### config.mk
export PLATFORM = sky130hd
export DESIGN_NAME = bipartite_channel_matcher
export DESIGN_NICKNAME = d
export VERILOG_FILES = /design/src/hw/rtl/bcm_pkg.sv /design/src/hw/rtl/bcm_scan.sv /design/src/hw/rtl/bcm_ctrl.sv /design/src/hw/rtl/bipartite_channel_matcher.sv
export VERILOG_INCLUDE_DIRS = /design/src /design/src/hw/rtl
export SDC_FILE = /design/constraint.sdc
export NUM_CORES = 1
export LEC_CHECK = 0
export ABC_AREA = 1
export BUFFER_PORTS_ARGS = -buffer_cell sky130_fd_sc_hd__buf_2
export CELL_PAD_IN_SITES_DETAIL_PLACEMENT = 0
export CELL_PAD_IN_SITES_GLOBAL_PLACEMENT = 2
export CORE_MARGIN = 10
export CORE_UTILIZATION = 42
export DETAILED_ROUTE_END_ITERATION = 10
export PLACE_DENSITY_LB_ADDON = 0.08
export SLEW_MARGIN = 20
export SYNTH_ARGS = -nofsm -noshare
export SYNTH_HDL_FRONTEND = slang
export SYNTH_HIERARCHICAL = 1
export SYNTH_SLANG_ARGS = --single-unit
### constraint.sdc
create_clock -name clk -period 9.4 [get_ports clk]
set_clock_uncertainty 0.1 [all_clocks]
set_input_delay 1.41 -clock clk [delete_from_list [all_inputs] [get_ports clk]]
set_output_delay 1.41 -clock clk [all_outputs]
set_load 0.01 [all_outputs]
### src/hw/rtl/assert_macros.svh
// Assertion helpers shared by the RTL.
`ifndef ASSERT_MACROS_SVH
`define ASSERT_MACROS_SVH

// Property must hold at every rising clock edge outside reset.
`define BCM_ASSERT(lbl, prop, msg) \
  lbl: assert property (@(posedge clk) disable iff (rst) (prop)) else $error(msg);

// Expression must never be true outside reset.
`define BCM_ASSERT_NEVER(lbl, expr, msg) \
  lbl: assert property (@(posedge clk) disable iff (rst) !(expr)) else $error(msg);

`endif

### src/hw/rtl/bcm_pkg.sv
`default_nettype none

package bcm_pkg;

  // Job dimensions
  localparam int SENDERS     = 8;
  localparam int RECEIVERS   = 8;
  localparam int RECV_USED   = (RECEIVERS < 8) ? RECEIVERS : 8;
  localparam int STACK_DEPTH = SENDERS + 1;

  // Derived widths
  localparam int SND_W = (SENDERS > 1) ? $clog2(SENDERS) : 1;     // sender number
  localparam int RV_W  = (RECV_USED > 1) ? $clog2(RECV_USED) : 1; // receiver number
  localparam int RS_W  = $clog2(RECV_USED + 1);                   // scan start, to RECV_USED
  localparam int RL_W  = $clog2(SENDERS + 1);                     // row and match counts
  localparam int DP_W  = $clog2(STACK_DEPTH + 1);                 // stack depth
  localparam int SI_W  = $clog2(STACK_DEPTH);                     // stack index

  // Stream widths
  localparam int IN_DATA_W  = 8;
  localparam int OUT_DATA_W = 16;

  // One result item
  typedef struct packed {
    logic       last_result;
    logic [3:0] match_count;
    logic [2:0] assigned_sender;
    logic       assigned;
    logic [2:0] receiver_index;
  } result_t;

endpackage

`default_nettype wire

### src/hw/rtl/bcm_scan.sv
`default_nettype none

// Shared scan unit: lowest requested, unvisited receiver at or above start.
module bcm_scan import bcm_pkg::*; (
  input  wire logic [RECV_USED-1:0] row,
  input  wire logic [RECV_USED-1:0] visited,
  input  wire logic [RS_W-1:0]      start,
  output logic                      found,
  output logic [RV_W-1:0]           idx
);

  logic [RECV_USED-1:0] cand;

  // candidate bits
  always_comb begin
    for (int v = 0; v < RECV_USED; v++) begin
      cand[v] = row[v] & ~visited[v] & (RS_W'(v) >= start);
    end
  end

  // priority encode, lowest index wins
  always_comb begin
    idx = '0;
    for (int v = RECV_USED - 1; v >= 0; v--) begin
      if (cand[v]) begin
        idx = RV_W'(v);
      end
    end
  end

  assign found = |cand;

endmodule

`default_nettype wire

### src/hw/rtl/bcm_ctrl.sv
`default_nettype none

// Sequencer, row store, ownership table and search stack.
module bcm_ctrl import bcm_pkg::*; (
  input  wire logic                 clk,
  input  wire logic                 rst,
  input  wire logic                 in_valid,
  output logic                      in_ready,
  input  wire logic [IN_DATA_W-1:0] request_mask,
  input  wire logic                 last_row,
  output logic                      res_valid,
  input  wire logic                 res_ready,
  output result_t                   res
);

  typedef enum logic [2:0] {
    S_IDLE,
    S_SCAN,
    S_POP,
    S_AUG,
    S_FINISH,
    S_EMIT
  } state_t;

  state_t state;

  // control state
  logic [DP_W-1:0]      depth;
  logic [RS_W-1:0]      start;
  logic [RECV_USED-1:0] visited;
  logic [RECV_USED-1:0] owner_vld;
  logic [RL_W-1:0]      rows_loaded;
  logic [RL_W-1:0]      matched;
  logic                 last_pend;
  logic [RV_W-1:0]      emit_idx;

  // storage
  logic [RECV_USED-1:0] rows    [SENDERS];
  logic [SND_W-1:0]     owner   [RECV_USED];
  logic [SND_W-1:0]     stk_snd [STACK_DEPTH];
  logic [RV_W-1:0]      stk_rcv [STACK_DEPTH];

  logic [SI_W-1:0]      top_idx;
  logic [SND_W-1:0]     top_snd;
  logic [RV_W-1:0]      top_rcv;
  logic                 scan_found;
  logic [RV_W-1:0]      scan_v;
  logic [RV_W-1:0]      own_addr;
  logic [SND_W-1:0]     own_q;
  logic                 own_vld_q;
  logic                 accept;
  logic                 row_taken;
  logic                 emit_last;

  assign top_idx   = SI_W'(depth - DP_W'(1));
  assign top_snd   = stk_snd[top_idx];
  assign top_rcv   = stk_rcv[top_idx];

  bcm_scan u_scan (
    .row     (rows[top_snd]),
    .visited (visited),
    .start   (start),
    .found   (scan_found),
    .idx     (scan_v)
  );

  // one owner read port, shared by search and result phases
  assign own_addr  = (state == S_EMIT) ? emit_idx : scan_v;
  assign own_q     = owner[own_addr];
  assign own_vld_q = owner_vld[own_addr];

  assign in_ready  = (state == S_IDLE);
  assign accept    = in_valid && in_ready;
  assign row_taken = (rows_loaded < RL_W'(SENDERS));
  assign emit_last = (emit_idx == RV_W'(RECV_USED - 1));

  // result item
  assign res_valid           = (state == S_EMIT);
  assign res.receiver_index  = 3'(emit_idx);
  assign res.assigned        = own_vld_q;
  assign res.assigned_sender = own_vld_q ? 3'(own_q) : 3'd0;
  assign res.match_count     = 4'(matched);
  assign res.last_result     = emit_last;

  // sequencer
  always_ff @(posedge clk) begin
    if (rst) begin
      state       <= S_IDLE;
      depth       <= '0;
      start       <= '0;
      visited     <= '0;
      owner_vld   <= '0;
      rows_loaded <= '0;
      matched     <= '0;
      last_pend   <= 1'b0;
      emit_idx    <= '0;
    end else begin
      case (state)
        S_IDLE: begin
          if (accept) begin
            last_pend <= last_row;
            if (row_taken) begin
              depth       <= DP_W'(1);
              start       <= '0;
              visited     <= '0;
              rows_loaded <= rows_loaded + RL_W'(1);
              state       <= S_SCAN;
            end else begin
              state <= S_FINISH;
            end
          end
        end
        S_SCAN: begin
          if (!scan_found) begin
            // branch exhausted
            depth <= depth - DP_W'(1);
            state <= (depth == DP_W'(1)) ? S_FINISH : S_POP;
          end else begin
            visited[scan_v] <= 1'b1;
            if (!own_vld_q) begin
              state <= S_AUG;
            end else if (depth < DP_W'(STACK_DEPTH)) begin
              depth <= depth + DP_W'(1);
              start <= '0;
            end else begin
              start <= RS_W'(scan_v) + RS_W'(1);
            end
          end
        end
        S_POP: begin
          start <= RS_W'(top_rcv) + RS_W'(1);
          state <= S_SCAN;
        end
        S_AUG: begin
          // flip one frame per cycle, top first
          owner_vld[top_rcv] <= 1'b1;
          depth <= depth - DP_W'(1);
          if (depth == DP_W'(1)) begin
            matched <= matched + RL_W'(1);
            state   <= S_FINISH;
          end
        end
        S_FINISH: begin
          emit_idx <= '0;
          state    <= last_pend ? S_EMIT : S_IDLE;
        end
        S_EMIT: begin
          if (res_ready) begin
            emit_idx <= emit_idx + RV_W'(1);
            if (emit_last) begin
              owner_vld   <= '0;
              rows_loaded <= '0;
              matched     <= '0;
              state       <= S_IDLE;
            end
          end
        end
        default: begin
          state <= S_IDLE;
        end
      endcase
    end
  end

  // payload storage writes
  always_ff @(posedge clk) begin
    if (accept && row_taken) begin
      rows[rows_loaded[SND_W-1:0]] <= request_mask[RECV_USED-1:0];
      stk_snd[0] <= rows_loaded[SND_W-1:0];
      stk_rcv[0] <= '0;
    end
    if (state == S_SCAN && scan_found) begin
      stk_rcv[top_idx] <= scan_v;
      if (own_vld_q && depth < DP_W'(STACK_DEPTH)) begin
        stk_snd[SI_W'(depth)] <= own_q;
        stk_rcv[SI_W'(depth)] <= '0;
      end
    end
    if (state == S_AUG) begin
      owner[top_rcv] <= top_snd;
    end
  end

endmodule

`default_nettype wire

### src/hw/rtl/bipartite_channel_matcher.sv
`default_nettype none
`include "assert_macros.svh"

// Maximum bipartite matcher. Each input item is one transmitter row (a mask of the
// receivers it has packets for); transmitters are numbered in arrival order and rows
// beyond SENDERS are dropped. Each stored row starts a depth-first augmenting-path
// search run by a small sequencer around one receiver-scan unit, which takes one step
// per cycle: every scan either visits a receiver or backs off through an extra pop
// step, and a successful path is rewritten one frame per cycle. The input is not
// ready while a row is being processed. After the row with tlast set, one result per
// receiver leaves through the output register at one per cycle while the output is
// not stalled, lowest receiver first, then the job state is cleared.
module bipartite_channel_matcher import bcm_pkg::*; (
  input  wire logic                  clk,
  input  wire logic                  rst,
  input  wire logic                  s_axis_tvalid,
  output logic                       s_axis_tready,
  input  wire logic [IN_DATA_W-1:0]  s_axis_tdata,  // [7:0] request_mask
  input  wire logic                  s_axis_tlast,  // last_row
  output logic                       m_axis_tvalid,
  input  wire logic                  m_axis_tready,
  output logic [OUT_DATA_W-1:0]      m_axis_tdata,  // receiver_index, assigned,
                                                    // assigned_sender, match_count, zeros
  output logic                       m_axis_tlast   // last_result
);

  result_t res;
  logic    res_valid;
  logic    res_ready;

  bcm_ctrl u_ctrl (
    .clk          (clk),
    .rst          (rst),
    .in_valid     (s_axis_tvalid),
    .in_ready     (s_axis_tready),
    .request_mask (s_axis_tdata),
    .last_row     (s_axis_tlast),
    .res_valid    (res_valid),
    .res_ready    (res_ready),
    .res          (res)
  );

  assign res_ready = !m_axis_tvalid || m_axis_tready;

  // output register
  always_ff @(posedge clk) begin
    if (rst) begin
      m_axis_tvalid <= 1'b0;
    end else if (res_valid && res_ready) begin
      m_axis_tvalid <= 1'b1;
    end else if (m_axis_tready) begin
      m_axis_tvalid <= 1'b0;
    end
  end

  always_ff @(posedge clk) begin
    if (res_valid && res_ready) begin
      m_axis_tdata <= {5'd0, res.match_count, res.assigned_sender,
                       res.assigned, res.receiver_index};
      m_axis_tlast <= res.last_result;
    end
  end

  // checks
  `BCM_ASSERT(a_busy_after_item, (s_axis_tvalid && s_axis_tready) |=> !s_axis_tready,
              "input still ready after an item was taken")
  `BCM_ASSERT(a_idle_after_last, (res_valid && res_ready && res.last_result) |=> s_axis_tready,
              "not idle after the last result")
  `BCM_ASSERT_NEVER(a_ready_while_emit, s_axis_tready && res_valid,
                    "input ready while results are pending")

endmodule

`default_nettype wire
# == After elaboration in Yosys (flattened, before gate mapping) ==
# Memory sizes are Yosys's and may differ from the RTL's.
# Index checks and enable logic that the tools add are counted.
# op_classes
n_bitwise,26
eq_ne,17
n_mux,70
reduce_logical,29
n_lt_le_gt_ge,15
n_addsub,7
# op_table
op,n
two-way mux 4 bit,17
two-way mux 3 bit,21
two-way mux 8 bit,5
one-hot mux 8 bit (2 select lines),2
one-hot mux 4 bit (3 select lines),2
AND reduction 5 bit,4
one-hot mux 3 bit (6 select lines),1
bitwise AND 1 bit,16
">= comparator 3 x 4 -> 1 bit, first input constant",4
two-way mux 1 bit,16
bitwise OR 8 bit,2
one-hot mux 4 bit (2 select lines),2
"adder 4 x 1 -> 4 bit, second input constant",3
"less-than comparator 3 x 4 -> 1 bit, second input constant",3
"!= test 2 x 1 -> 1 bit, second input constant",5
nonzero test 2 bit,5
"equality test 3 bit, second input constant",3
"!= test 3 bit, second input constant",3
"adder 3 x 1 -> 4 bit, second input constant",2
">= comparator 1 x 4 -> 1 bit, first input constant",2
">= comparator 2 x 4 -> 1 bit, first input constant",2
"less-than comparator 4 bit, second input constant",2
inverter 1 bit,8
AND reduction 4 bit,2
19 further kinds,32
# word_totals
word_cells,181
memories,4
ramBits,142
out_inout_bits,19
inputBits,13
register_bits,52
# memory_table
name,depth,width,read_ports,rd_clocked_by_memory_dff,wr,line_no,source
u_ctrl.rows,8,8,1,0,1,bcm_ctrl.sv:38,logic [RECV_USED-1:0] rows [SENDERS];
u_ctrl.stk_rcv,9,3,1,0,2,bcm_ctrl.sv:41,logic [RV_W-1:0] stk_rcv [STACK_DEPTH];
u_ctrl.stk_snd,9,3,1,0,1,bcm_ctrl.sv:40,logic [SND_W-1:0] stk_snd [STACK_DEPTH];
u_ctrl.owner,8,3,1,0,1,bcm_ctrl.sv:39,logic [SND_W-1:0] owner [RECV_USED];

# == Longest topological paths before layout ==
# An unclocked memory read counts as a cell.
# depth
depth_word,22
mapped_depth,37

# == Cells and area by module ==
# Netlist, hierarchy kept.
# by_module_without_submodules
module,cells_each,seq_area_each_um2,area_each_um2,n_inst
bcm_ctrl,940,4774.6,8488.1,1
bipartite_channel_matcher,24,380.4,449.2,1
bcm_scan,42,0.0,244.0,1

# == Least setup slack after synthesis ==
# No wires, ideal clock.
# synth_timing
path_type,register -> register
from,reg u_ctrl.depth[0]
to,"mem u_ctrl/stk_snd[3][0] (netlist bit), enable pin"
n_path_buf,5
arrival_ns,4.200
setup_time_ns,0.371
setup_slack_ns,4.729
required_ns,8.929
path_stages_with_launch,29
path_cell_list,dfxtp_1 > inv_2 > buf_4 > buf_2 > ha_1 > buf_2 > inv_1 > buf_2 > o21ai_0 > o221ai_1 > nand3_1 > o21ai_2 > inv_1 > nand2_1 > nand2_1 > nand2_2 > nor2_2 > o21ai_2 > a31oi_1 > nor2_1 > inv_1 > nand2_2 > o21ai_4 > nand3_1 > nand3_2 > nand2_4 > nand3_4 > buf_6 > nor4_1
# synth_between
elab_chain_len,22
elab_cells_between_ends,40
cone_classes,1 x add/sub; 1 x order compare; 16 x mux; 16 x bitwise; 4 x reduce/logical; 2 x memory
# synth_lines
item,line_no,source
"start, declared",bcm_ctrl.sv:28,logic [DP_W-1:0] depth;
"start signal, assigned",bcm_ctrl.sv:116,depth <= depth - DP_W'(1);
"start signal, assigned",bcm_ctrl.sv:123,depth <= depth + DP_W'(1);
"start signal, assigned",bcm_ctrl.sv:137,depth <= depth - DP_W'(1);
subtractor 4 x 1 -> 4 bit (*),bcm_ctrl.sv:55,assign top_idx = SI_W'(depth - DP_W'(1));
memory (9 x 3 bit) (*),--,
via u_ctrl.top_snd[2],bcm_ctrl.sv:44,logic [SND_W-1:0] top_snd;
memory (8 x 8 bit) (*),--,
bitwise AND 1 bit (2 in a row),bcm_scan.sv:17,cand[v] = row[v] & ~visited[v] & (RS_W'(v) >= start);
two-way mux 3 bit (7 in a row),bcm_scan.sv:25,if (cand[v]) begin
two-way mux 3 bit (*),bcm_scan.sv:25,
via u_ctrl.scan_v[1],bcm_ctrl.sv:47,logic [RV_W-1:0] scan_v;
(+2 left out),--,
two-way mux 1 bit (implied by the code) (*),bcm_ctrl.sv:70,assign own_vld_q = owner_vld[own_addr];
via u_ctrl.own_vld_q,bcm_ctrl.sv:50,logic own_vld_q;
logical AND 1 bit (*),bcm_ctrl.sv:174,if (own_vld_q && depth < DP_W'(STACK_DEPTH)) begin
two-way mux 1 bit (*),bcm_ctrl.sv:174,
two-way mux 1 bit (*),bcm_ctrl.sv:172,if (state == S_SCAN && scan_found) begin
two-way mux 1 bit (implied by the code) (*),bcm_ctrl.sv:175,stk_snd[SI_W'(depth)] <= own_q;
OR reduction 3 bit (no source line),--,
two-way mux 4 bit (no source line) / two-way mux 1 bit (equally long branches),--,
"end, declared",bcm_ctrl.sv:40,
# Mark *: on every way through the listed nets, which the timed path passes. The rest lies on a longest branch. The select of a mux whose other input is x is not followed.

==> impl_metrics.env <==
export IMPL_status="completed"
export IMPL_endpoint_kind="flip-flop"
export IMPL_path_class="flip-flop to flip-flop"
export IMPL_grt_overflow=0
export IMPL_clk_latency_ns=0.43
export IMPL_rows=54
export IMPL_slew_violations=0
export IMPL_syn_inst=1006
export IMPL_slowest_stage="ha_1"
export IMPL_wirelength_mm=22.9
export IMPL_antenna_found_initial=1
export IMPL_slew_headroom_pct=32.5
export IMPL_tightest_slew_ns=1.01
export IMPL_synth_top_cell_area_share_pct=41.5
export IMPL_drt_initial_drc_count=442
export IMPL_setup_viol=0
export IMPL_drt_first_pass_iters=5
export IMPL_die_h_um=168
export IMPL_drc=0
export IMPL_nets=1046
export IMPL_grt_max_degree=41
export IMPL_clock_sinks=194
export IMPL_rsz0062_at_grt="no"
export IMPL_cts_resized=0
export IMPL_final_common_cell="nand2_1"
export IMPL_crit_fanout=40
export IMPL_critPathArrivalTime_ns=7.06
export IMPL_num_vias=6699
export IMPL_portBuffers=26
export IMPL_clk_pin_slew_ns=0.08
export IMPL_htreeDepth=4
export IMPL_setup_tns_ns=0
export IMPL_timing_final_hold_violations=0
export IMPL_synth_cell_type_count=49
export IMPL_holdBufCountCts=0
export IMPL_die_area_mm2=0.0282
export IMPL_hp_class="flip-flop to flip-flop"
export IMPL_drtAntennaViolNets=0
export IMPL_fin_crit_ns=7.09
export IMPL_cpMostUsedCell="nand2_1"
export IMPL_ioPinCount=32
export IMPL_ys_warn_count=6
export IMPL_numCtsBuffers=17
export IMPL_ctsLongestPathBuffers=2
export IMPL_die_w_um=168
export IMPL_max_freq_mhz=141
export IMPL_place_ws_ns=2.26
export IMPL_cp_start_kind="flip-flop"
export IMPL_clockRootBuffer="clkbuf_16"
export IMPL_fin_cells=1316
export IMPL_dpl_hpwl_mm=16.4
export IMPL_syn_to_final_growth_pct=9.77
export IMPL_mostFrequentLayoutCells="229 x nand2_1, 127 x edfxtp_1, 105 x inv_1"
export IMPL_synth_area_mm2=0.00918
export IMPL_setup_ws_ns=2.31
export IMPL_postCtsSetupRepairBufs=0
export IMPL_via_per_inst=5.09
export IMPL_cts_tree="built"
export IMPL_antenna_cells=0
export IMPL_synth_area_leader_cell="edfxtp_1"
export IMPL_fill_cells=2143
export IMPL_finalCritPeriodShare_pct=75.4
export IMPL_ys_seq_elements=194
export IMPL_place_inst=1284
export IMPL_required_ns=9.37
export IMPL_grt_usage_pct=16.4
export IMPL_cpPeakStageDelay_ns=0.72
export IMPL_grt_pass1_vias=6443
export IMPL_grt_pass1_wl_mm=36.8
export IMPL_wl_per_cell_um=17.4
export IMPL_yosysSeqAreaShare_pct=56.1
export IMPL_core_area_mm2=0.0217
export IMPL_yosys_top_cells_area="edfxtp_1 42%, dfxtp_1 15%, nand2_1 9.4%"
export IMPL_cap_violations=0
export IMPL_drive_gt1_share_pct=12.0
export IMPL_gp_congestion=0.812
export IMPL_initial_core_util_pct=42.3
export IMPL_avgSynthCellArea_um2=9.13
[kinds of logic after synthesis]
| group | Yosys count | share of synthesized area (%) |
|---|---|---|
| compound gates | 181 | 11.7 |
| xor+xnor | 4 | 0.545 |
| fa+ha+maj | 10 | 1.36 |
| buf+inv | 157 | 7.58 |
| flops | 194 | 56.1 |
| other cells | 1 | 0.0408 |
| simple gates | 459 | 22.6 |
[worst paths after layout]
check                                          from                   end  slack [ns]  cells past startpoint
worst max-delay path                u_ctrl/depth[0]  u_ctrl/stk_snd[5][0]        2.31                     29
worst min-delay path            u_ctrl/owner_vld[1]   u_ctrl/owner_vld[1]        0.35                      2
worst max register to register      u_ctrl/depth[0]  u_ctrl/stk_snd[5][0]        2.31                     29
worst min register to register  u_ctrl/owner_vld[1]   u_ctrl/owner_vld[1]        0.35                      2
[metrics by stage]
step / cell area [µm²] / hold slack [ns] / utilization [%]
floorplan: 9200 / 0.323 / -
global placement: 9470 / 0.336 / 43.7
detailed placement: 9470 / 0.343 / 43.7
CTS: 10100 / 0.355 / 46.5
global route: 10100 / 0.367 / 46.5
finish: 10100 / 0.355 / 46.5
[cell usage after synthesis (all sizes together)]
library cell  count
xor2              3
buf              32
xnor2             1
ha               10
inv             121
nor3b             1
a22oi             4
o31ai             1
conb              1
o221ai            2
a22o              1
or2               8
dfxtp            67
a31oi             2
nand3b            2
nand2           248
a211oi            4
edfxtp          127
and3              2
nor3             24
nor4              2
clkbuf            4
nand4            21
nand3            49
o21ai            94
a21oi            41
o211ai           32
nor2            102
[sequential cells by signal, summed over array words and instances (netlist names), 3 cells and up]
name	count
u_ctrl/rows	64
u_ctrl/stk_rcv	27
u_ctrl/stk_snd	27
u_ctrl/owner	24
m_axis_tdata	11
u_ctrl/owner_vld	8
u_ctrl/visited	8
u_ctrl/depth	4
u_ctrl/matched	4
u_ctrl/rows_loaded	4
u_ctrl/start	4
u_ctrl/emit_idx	3
u_ctrl/state	3
[routing by layer]
layer	GRT usage (%)	vias to the layer above	wire [µm]
li1	-	3418	-
met1	22.4	3129	11100
met2	25.7	129	10500
met3	3.63	21	927
met4	4.28	2	344
met5	0	-	13
[worst max-delay path: cells and delay by family, from the launching register on]
family	cells	cell delay, ns
fa+ha+maj	1	0.72
simple gates	17	2.89
compound gates	4	0.62
flops	1	0.31
buf+inv	7	2.02
[final cells by class]
type	instances	area [µm²]	area share, %
clock buffers	17	425	4.22
clock inverters	15	180	1.79
inverters	121	457	4.53
multi-input cells	659	3350	33.2
flip-flops and latches	194	5150	51.1
well taps	280	350	3.48
repair buffers	30	160	1.59
Power is not shown: default switching activity piles up to over one toggle a cycle in this logic, so the estimate is an artifact.
